$ cat src/hw/rtl/wraps_div.sv
module wraps_div #(
  parameter int unsigned NUM_W = 41,
  parameter int unsigned DEN_W = 16
) (
  input  logic             clk_i,
  input  logic             rst_ni,
  input  logic             start_i,
  input  logic [NUM_W-1:0] num_i,
  input  logic [DEN_W-1:0] den_i,
  output logic             done_o,
  output logic [NUM_W-1:0] quot_o
);

  localparam int unsigned CntBits = (NUM_W > 1) ? $clog2(NUM_W) : 1;

  logic               busy_q;
  logic               done_q;
  logic [CntBits-1:0] cnt_q;
  logic [DEN_W-1:0]   rem_q;
  logic [DEN_W-1:0]   den_q;
  logic [NUM_W-1:0]   quo_q;

  logic [DEN_W:0]     shifted;
  logic               ge;
  logic [DEN_W:0]     diff;

  // One restoring step: bring in the next numerator bit and try a subtract.
  always_comb begin
    shifted = {rem_q, quo_q[NUM_W-1]};
    ge      = (shifted >= {1'b0, den_q});
    diff    = shifted - {1'b0, den_q};
  end

  // Sequencer: one quotient bit per cycle, MSB first.
  always_ff @(posedge clk_i or negedge rst_ni) begin
    if (!rst_ni) begin
      busy_q <= 1'b0;
      done_q <= 1'b0;
      cnt_q  <= '0;
    end else begin
      done_q <= 1'b0;
      if (start_i) begin
        busy_q <= 1'b1;
        cnt_q  <= CntBits'(NUM_W - 1);
      end else if (busy_q) begin
        if (cnt_q == '0) begin
          busy_q <= 1'b0;
          done_q <= 1'b1;
        end else begin
          cnt_q <= cnt_q - 1'b1;
        end
      end
    end
  end

  // Remainder and quotient shift register.
  always_ff @(posedge clk_i) begin
    if (start_i) begin
      rem_q <= '0;
      den_q <= den_i;
      quo_q <= num_i;
    end else if (busy_q) begin
      rem_q <= ge ? diff[DEN_W-1:0] : shifted[DEN_W-1:0];
      quo_q <= {quo_q[NUM_W-2:0], ge};
    end
  end

  assign done_o = done_q;
  assign quot_o = quo_q;

endmodule

$ cat config.mk
export PLATFORM = sky130hd
export DESIGN_NAME = wraps_div
export DESIGN_NICKNAME = d
export VERILOG_FILES = /design/src/hw/rtl/wraps_div.sv
export SDC_FILE = /design/constraint.sdc
export NUM_CORES = 1
export LEC_CHECK = 0
export ABC_AREA = 1
export BUFFER_PORTS_ARGS = -buffer_cell sky130_fd_sc_hd__buf_2
export CORE_ASPECT_RATIO = 2
export CORE_UTILIZATION = 45
export DETAILED_ROUTE_END_ITERATION = 10
export GPL_ROUTABILITY_DRIVEN = 0
export PLACE_DENSITY_LB_ADDON = 0.1
export SYNTH_ARGS = -nofsm -noshare
export SYNTH_HDL_FRONTEND = slang
export SYNTH_SLANG_ARGS = --single-unit
$ cat constraint.sdc
create_clock -name clk_i -period 5.4 [get_ports clk_i]
set_input_delay 0.27 -clock clk_i [delete_from_list [all_inputs] [get_ports clk_i]]
set_output_delay 0.27 -clock clk_i [all_outputs]
set_load 0.02 [all_outputs]
### Yosys cells after proc, flatten, opt, wreduce, memory -nomap -nowiden

Index checks and enable logic that the tools add are counted.

* logic and storage cells: 25
* bits in registers: 81
* output and inout bits: 42

* equal/unequal tests: 1
* mux-type cells: 12
* add/subtract/negate cells: 2
* magnitude comparators: 1
* reduce and logical (&&, ||, !) cells: 3

Operators with widths (number)
* 2-to-1 mux 41 bit: 2
* 2-to-1 mux 6 bit: 3
* greater-or-equal comparator 17 x 16 -> 1 bit: 1
* 2-to-1 mux 16 bit: 1
* subtractor 16 bit: 1
* logical NOT 6 bit: 1
* 2-to-1 mux 1 bit: 6
* subtractor 6 x 1 -> 6 bit (second input constant): 1
* != test 2 bit (second input constant): 1
* AND reduction 2 bit: 1
* nonzero test 2 bit: 1

### Depth between registers and ports, before layout

Gate-level depths: netlist of the first run.

* depth in word-level cells: 4
* depth in mapped cells: 14

### Least setup slack after synthesis of the first run

OpenSTA, ideal clock, no wires.

* path type: reg2reg
* start point: register quo_q[40], in the netlist quot_o[40]
* end point: register rem_q[14]
* buffers on the path: 0
* stages on the path, launching flop included: 12
* data arrival time: 1.831 ns
* slack: 3.457 ns
* clock period less this slack: 1.943 ns
* required time: 5.288 ns
* cell sequence: edfxtp_1 inv_1 ha_1 fa_1 nor2_1 nor2_1 o21ai_1 nand2_1 nand3_1 nand3_2 nand2_1 nand2_1

* longest elaborated chain between the ends: 2
* elaborated cells between the ends (all ways): 3

RTL lines
* start: declaration: RTL line 21 `logic [NUM_W-1:0] quo_q;`
* start signal: assignment: RTL line 61 `quo_q <= num_i;`
* start signal: assignment: RTL line 64 `quo_q <= {quo_q[NUM_W-2:0], ge};`
* subtractor 16 bit / greater-or-equal comparator 17 x 16 -> 1 bit (equally long branches): RTL line 31, 30
* 2-to-1 mux 16 bit (*): RTL line 63 `rem_q <= ge ? diff[DEN_W-1:0] : shifted[DEN_W-1:0];`
* end signal: assignment: RTL line 63
* end: declaration: RTL line 19 `logic [DEN_W-1:0] rem_q;`

Mark *: on every way between the ends. The rest lies on a longest branch, timed or not.
A chain may end at the register's enable or synchronous reset.

### Worst setup path in the final report of the first run

* start point: register rem_q[13]
* end point: register rem_q[3]

* longest elaborated chain between the ends: 2

RTL lines
* greater-or-equal comparator 17 x 16 -> 1 bit: RTL line 30 `ge = (shifted >= {1'b0, den_q});`
* 2-to-1 mux 16 bit: RTL line 63

Every way passes these cells.

==> results of run 1 <==
==> routing by layer <==
metal / up-vias / track usage, %
met5: - / 0
met4: 0 / 12.0
met3: 18 / 3.32
met2: 91 / 41.6
met1: 1751 / 23.6
li1: 1980 / -
==> cell type report <==
type	instances	area, µm²
fill	989	4320
sequential	81	2230
multi-input combinational	388	1860
timing repair buffer	105	538
inverter	78	293
clock buffer	12	268
tap	132	165
clock inverter	4	23.8
==> report_power, final <==
group,internal [W],switching (W),total (W)
Combinational,0.000345,0.000628,0.000974
Sequential,0.000778,0.0000677,0.000846
Clock,0.000351,0.000237,0.000588
Total,0.00147,0.000933,0.00241
==> state kept, by name, indices dropped and copies added, names as in the netlist <==
| signal | count |
|---|---|
| quot_o | 41 |
| rem_q | 16 |
| cnt_q | 6 |
| den_q | 16 |
| busy_q | 1 |
| done_o | 1 |
==> what timing repair did <==
action,in CTS,in global routing
setup buffers,0,0
hold endpoints to repair,8,0
hold buffers,1,0
==> path summary, 6_finish.rpt <==
check	startpoint	endpoint	slack, ns	cells past startpoint
max	rem_q[13]$_SDFFE_PP0P_	rem_q[3]$_SDFFE_PP0P_	3.09	9
min	den_i[15]	den_q[15]$_DFFE_PP_	0.11	1
max reg2reg	rem_q[13]$_SDFFE_PP0P_	rem_q[3]$_SDFFE_PP0P_	3.09	9
min reg2reg	rem_q[6]$_SDFFE_PP0P_	rem_q[6]$_SDFFE_PP0P_	0.48	2
max in group asynchronous	rst_ni	busy_q$_DFF_PN0_	4.92	2
min in group asynchronous	rst_ni	cnt_q[2]$_DFFE_PN0P_	0.31	2
==> logic make-up after synthesis <==
logic type	count (synthesis)	synth area share, %
DFF	81	50.1
AOI/OAI and AO/OA	27	3.40
buffers and inverters	92	8.23
and+or+nand+nor	336	31.6
adders and majority gates	19	5.50
xor gates and xnor gates	6	1.18
==> per-stage QoR <==
stage / setup slack, ns / util (%) / power, W / hold slack (ns) / instances
after floorplan: 3.46 / - / 0.00159 / -0.0256 / 561
after global placement: 3.12 / 52.3 / 0.00182 / 0.118 / 783
after detailed placement: 3.10 / 52.3 / 0.00183 / 0.123 / 783
after CTS: 3.07 / 55.4 / 0.00243 / 0.0969 / 800
after global routing: 2.89 / 55.4 / 0.00260 / 0.103 / 800
final: 3.09 / 55.4 / 0.00241 / 0.113 / 800
==> cells in the final DEF, fill, tap and decap left out, drive strengths merged, types with 2 or more instances in the layout <==
cell      n
clkbuf   12
o21a      2
nand2   248
o21ai    13
xor2      2
dfrtp     8
clkinv    2
inv      79
nand3b    7
buf     104
a21oi    10
nor2     26
nand4     6
ha       18
xnor2     4
edfxtp   57
dfxtp    16
nand3    43
nor3      6
==> worst max-delay path, cell delays in order (launching register included) <==
cell and delay [ns]:
dfxtp_1 0.34, ha_1 0.43, a21oi_1 0.24, o21a_1 0.19
nand2_1 0.10, nor2_4 0.39, nand2_4 0.23, nand2_1 0.11
nand3_1 0.07, o21ai_0 0.12
==> out/results.txt, run 1 <==
The initial core utilization came out at 45.9%. The worst setup path is captured at a flop. Summing every instance area after synthesis gives 0.00446 mm².

The number of clock buffers added by TritonCTS is 9. The flow ran to the end, and the final reports show no timing, DRC or antenna violations. In this run, synthesis produced a sequential element count of 81.

Global routing used 22.5% of the available tracks across all layers. Clock tree synthesis found a total of 81 sinks. Across the run, the number of max-cap violations was 0. After global routing the overflow that remains totals 0.

After detailed routing, the met3 layer carries 364 µm of wire. The analysis attributes to cell leakage a power of 2.88 nW. The wire length on met1 is 4120 µm, and the area growth from synthesis to layout is 20.7%. For the final routed database, the setup TNS stands at 0 ns. Buffers placed on the I/O ports in this run total 101. 0 antenna diodes ended up in the layout. Met2 layer wire length in the routed design: 5950 µm. The run gives 0 as the number of pins with negative max-slew slack in the final report.

The synthesized area per cell works out to 7.94 µm². The maximum fanout along the worst path was 18. The top metal layer carrying routed signals is met4. Via count of the first global-routing pass: 3871.

Measured along the y axis, the die boundary spans 143 µm. For this run, the number of Yosys warnings is 0. The H-tree was split into 3 levels. Detailed routing inserted a total of 3840 vias. Share of layout cells above drive strength 1: 19.5%.

The logs give 640 for the synthesized netlist net count and 0.00963 ns for the final worst clock skew. After synthesis, the most frequently instantiated cells are 246 x nand2_1, 77 x inv_1, 57 x edfxtp_1. Data arrives at the worst endpoint at 2.55 ns. The floorplan step defined a die boundary enclosing 0.0103 mm².

Setup violations remaining at the end of the flow were counted as 0. For the pin with the worst max-slew slack, the measured transition is 1.18 ns. At the later pin of the worst-skew pair, clock insertion delay measures 0.33 ns. The HPWL after detailed placement is 8390 µm. The most instantiated flip-flop cell in the synthesis netlist is edfxtp_1.

After synthesis, the cell types taking the most area are edfxtp_1 38%, nand2_1 21%, dfxtp_1 7.2%, inv_1 6.5%, ha_1 5.1%. The dominant cell type by area after synthesis was edfxtp_1. The initial antenna violation count is 0, and the horizontal die dimension is 72.4 µm. In this run the remaining antenna-violating nets after routing total 0. After technology mapping, the gate count stands at 561. The post-cts repair resize count is 0. For this block, the routed nets add up to 10800 µm of wire.

The cell area reported after detailed placement is 0.00508 mm². In the synthesized netlist the async set-or-reset flop fraction comes to 9.88%. The first global-routing pass estimated 17600 µm of wire. In the final routed layout, each cell accounts on average for 13.5 µm. In the post-synthesis netlist, the cell with the most instances is nand2_1. Setup repair after global routing left no endpoint under its margin. Across the VDD grid, the largest voltage drop is 0.298 mV. The min-delay analysis places its worst path in the category in -> reg. The power per standard cell area is 448 mW/mm², and the via count normalized by instance count is 4.80. Pin placement for this block handled 102 I/O pins. The critical path is of the reg -> reg type.

The final-report hold violation count was 0. The run gives 42 as the pin count of the biggest net entering global routing. The finished cells cover 0.00538 mm². At the worst endpoint, the required time is 5.65 ns. TritonCTS built the clock tree. The relative slew slack was 20.9%; the top cell type's share of synthesized area was 38.4%. The length of the first detailed-routing pass in iterations came out at 4. The tools report the critical path startpoint category as a flop.

After floorplanning, the core was sized to cover 0.00970 mm². After synthesis, flip-flops and latches occupy 50.1% of the total area. After detailed routing, the number of remaining DRC violations is 0.

The clock edge transition at the registers on the reported setup and hold paths came out at 0.06 ns. The logs give 2 for the number of buffers on the longest clock path and 742 for the layout net count. The synthesized design contains 57 enable-type register cells. Of the available clock period, the critical path in the final layout requires 42.7%. In this run, distinct cell masters in the synthesized netlist total 31. The tree is rooted in a clkbuf_16. The shortest period the worst path allows is 2.31 ns, and the highest achievable clock rate is 434 MHz. After floorplanning, the core was divided into 51 placement rows. The count of routing violations after the opening detailed-route iteration came out at 151.
Note: power is estimated with default switching activity, not from simulation.
==> run 2: changes to the inputs <==
==> constraint.sdc (replaced) <==
create_clock -name clk_i -period 2.2 [get_ports clk_i]
set_input_delay 0.11 -clock clk_i [delete_from_list [all_inputs] [get_ports clk_i]]
set_output_delay 0.11 -clock clk_i [all_outputs]
set_load 0.02 [all_outputs]
==> out/results.txt, run 2 (same netlist as run 1, synthesis figures left out) <==
In this run the count of I/O pins placed on the die edge is 102. Dividing the detail-routed wire length by the instance count gives 13.2 µm. Cell with the biggest individual delay on the critical path: ha_2. CTS placed an instance of clkbuf_16 at the clock tree root.

For this block, the routed nets add up to 10900 µm of wire. After layout, the minimum clock period comes to 2.03 ns. Area growth from synthesis to layout: 27.5%. The finished cells cover 0.00568 mm². The via count of the first global-routing pass was 4038; the number of remaining DRC errors was 0. The relative slew slack came out at 72.7%.

The type of the worst setup path was reg -> reg. The maximum fanout along the worst path works out to 18. In this run the tool buffered the top-level ports with 101 buffer cells. In this run, CTS created clock tree buffers numbering 9.

The number of flip-flops in the largest register came out at 41. The total grt overflow came out at 0. Setup repair after global routing left no endpoint under its margin. The initial utilization of the core area, before any placement, comes to 45.9%.

The first global-routing pass estimated 18000 µm of wire. The tools report the deepest level of the CTS H-tree as 3. The tools report the antenna violation net count after detailed routing as 0. The horizontal die dimension came out at 72.4 µm. For this run, the detailed router's first-pass iteration total came to 4. The clock passes through at most 2 buffers. TritonCTS built the clock tree. The final-report hold violation count is 0, and the leakage power summed over all cells is 3.01 nW. Timing would allow up to 492 MHz. The logs give 81 for the total clock sinks and 4250 µm for the wire length on met1.

For the pin with the worst max-slew slack, the measured transition is 0.410 ns. The core region is 0.00970 mm². The count of routing violations after the opening detailed-route iteration came out at 163. In this run the number of cells on the critical path is 12. In the final layout, the share of cells above drive strength 1 is 20.7%. The startpoint identified for the worst hold timing path is num_i[9]. The run gives 0.00515 mm² as the cell area reported after detailed placement.

The clock edge transition at the registers on the reported setup and hold paths was 0.06 ns; the arrival time reported for the critical path endpoint was 2.24 ns. The logs give 2.41 ns for the required time of the critical path and 0.714 mV for the maximum vdd ir drop. Adding up every negative setup slack in the final design gives 0 ns. The detailed route wirelength on metal3 was 386 µm. For the met2 layer wire length in the routed design, the log shows 5770 µm. The tools report the number of pins with negative max-slew slack in the final report as 0. The critical path goes through inv_1 > ha_2 > nand2_1 > nor2_2 > nand4_1 > nand2_2 > nor2_4 > buf_12 > nand2_8 > nand2_1 > nand3_1 > o21ai_0.

The library cell used most frequently in the layout, excluding fill and tap cells, is nand2_1. The startpoint identified for the worst register-to-register timing path is den_q[9]$_DFFE_PP_. Library cell appearing most often on the critical path: nand2_1. The via count normalized by instance count works out to 4.72. The worst setup path is launched from a flop. Counting instances, the worst hold path has a depth of 3.

In this run the register-to-register setup slack is 0.17 ns. The worst hold path belongs to the class in -> reg. In this run the vertical extent of the chip is 143 µm. The worst-case reg-to-reg path depth is 12. Site row count: 51. The tools report the critical register-to-register path endpoint as rem_q[1]$_SDFFE_PP0P_. For the initial antenna violation count, the log shows 0. At the later pin of the worst-skew pair, clock insertion delay measures 0.33 ns. The number of antenna diodes in the final layout is 0. Setup violations remaining at the end of the flow were counted as 0.

The worst path uses 92.4% of the clock period. The run gives 0.0103 mm² as the overall die area. The global-route usage over all layers is 22.7%. Leaving out fill and tap cells, the most frequent cells in the layout are 245 x nand2_1, 101 x buf_2, 76 x inv_1, 57 x edfxtp_1, 39 x nand3_1. The detailed router used layers up to and including met4.

On the final layout, the worst clock skew is 0.00697 ns. The cell class contributing the biggest share of worst-path delay was simple AND/OR/NAND/NOR gates. The tools report the hold path endpoint as quot_o[9]$_DFFE_PP_.

The flow ran to the end, and the final reports show no timing, DRC or antenna violations. After the last flow step, the layout net total stands at 766. The tools report the element type at the critical path end as a flop. The logs give 0 for the max-capacitance violation count and 37 for the pin count of the biggest net entering global routing. The largest single stage delay on the critical path is 0.38 ns. The routed layout has 3891 vias. Dividing total power by cell area gives a power density of 1110 mW/mm².

Once detailed placement completed, the half-perimeter wirelength came to 8380 µm. The run gives 923 as the number of fill cells in the layout. Number of buffer and inverter stages on the critical path: 2.
-- run 2: worst max path at each step --
stage	slack, ns	start	end
2_1_floorplan	0.26	quot_o[40]$_DFFE_PP_	rem_q[14]$_SDFFE_PP0P_
3_3_place_gp	0.08	den_q[14]$_DFFE_PP_	rem_q[7]$_SDFFE_PP0P_
3_5_place_dp	0.04	den_q[14]$_DFFE_PP_	rem_q[1]$_SDFFE_PP0P_
4_1_cts	0.03	den_q[14]$_DFFE_PP_	rem_q[10]$_SDFFE_PP0P_
5_1_grt	0.002	den_q[8]$_DFFE_PP_	rem_q[4]$_SDFFE_PP0P_
6_report	0.17	den_q[9]$_DFFE_PP_	rem_q[1]$_SDFFE_PP0P_
-- run 2: timing repair --
item	in CTS	in global routing
hold endpoints to repair	24	0
hold buffers	17	0
endpoints found under the setup margin	0	16
buffers inserted	0	0
gates resized for setup	0	8
-- run 2: through the flow --
step / utilization [%] / total power, W / setup WS (ns) / hold slack [ns] / cells
after floorplan: - / 0.00391 / 0.257 / -0.186 / 561
after global placement: 53.1 / 0.00455 / 0.0818 / -0.0384 / 791
after detailed placement: 53.1 / 0.00459 / 0.0413 / -0.0345 / 791
after CTS: 58.2 / 0.00626 / 0.0251 / 0.0370 / 824
after global routing: 58.6 / 0.00672 / 0.00216 / 0.0472 / 824
final: 58.6 / 0.00629 / 0.168 / 0.0455 / 824
-- run 2: where the power goes --
group	total (W)	internal, W	leakage (nW)	switching (W)
logic	0.00258	0.000984	2.01	0.00160
clock network	0.00163	0.00106	0.160	0.000575
registers	0.00208	0.00191	0.833	0.000168
total	0.00629	0.00395	3.01	0.00234
-- run 2: worst reg2reg max path: cells and delay by family, from the launching register on --
kind | cells | cell delay [ns]
AOI/OAI and AO/OA | 1 | 0.08
DFF | 1 | 0.32
and+or+nand+nor | 8 | 0.93
adders and majority gates | 1 | 0.38
buffers and inverters | 2 | 0.19
-- run 2: final cells by class --
| type | count | area [µm²] | area share [%] |
|---|---|---|---|
| Sequential cell | 81 | 2230 | 39.3 |
| Timing Repair Buffer | 129 | 771 | 13.6 |
| Inverter | 78 | 293 | 5.15 |
| Clock inverter | 3 | 65.1 | 1.14 |
| Clock buffer | 13 | 260 | 4.58 |
| Tap cell | 132 | 165 | 2.91 |
| Multi-Input combinational cell | 388 | 1900 | 33.4 |
-- run 2: layer usage --
metal	GRT usage [%]	up-vias
met4	15.6	0
met2	39.8	92
met3	3.39	28
met1	24.4	1742
li1	-	2029
met5	0	-
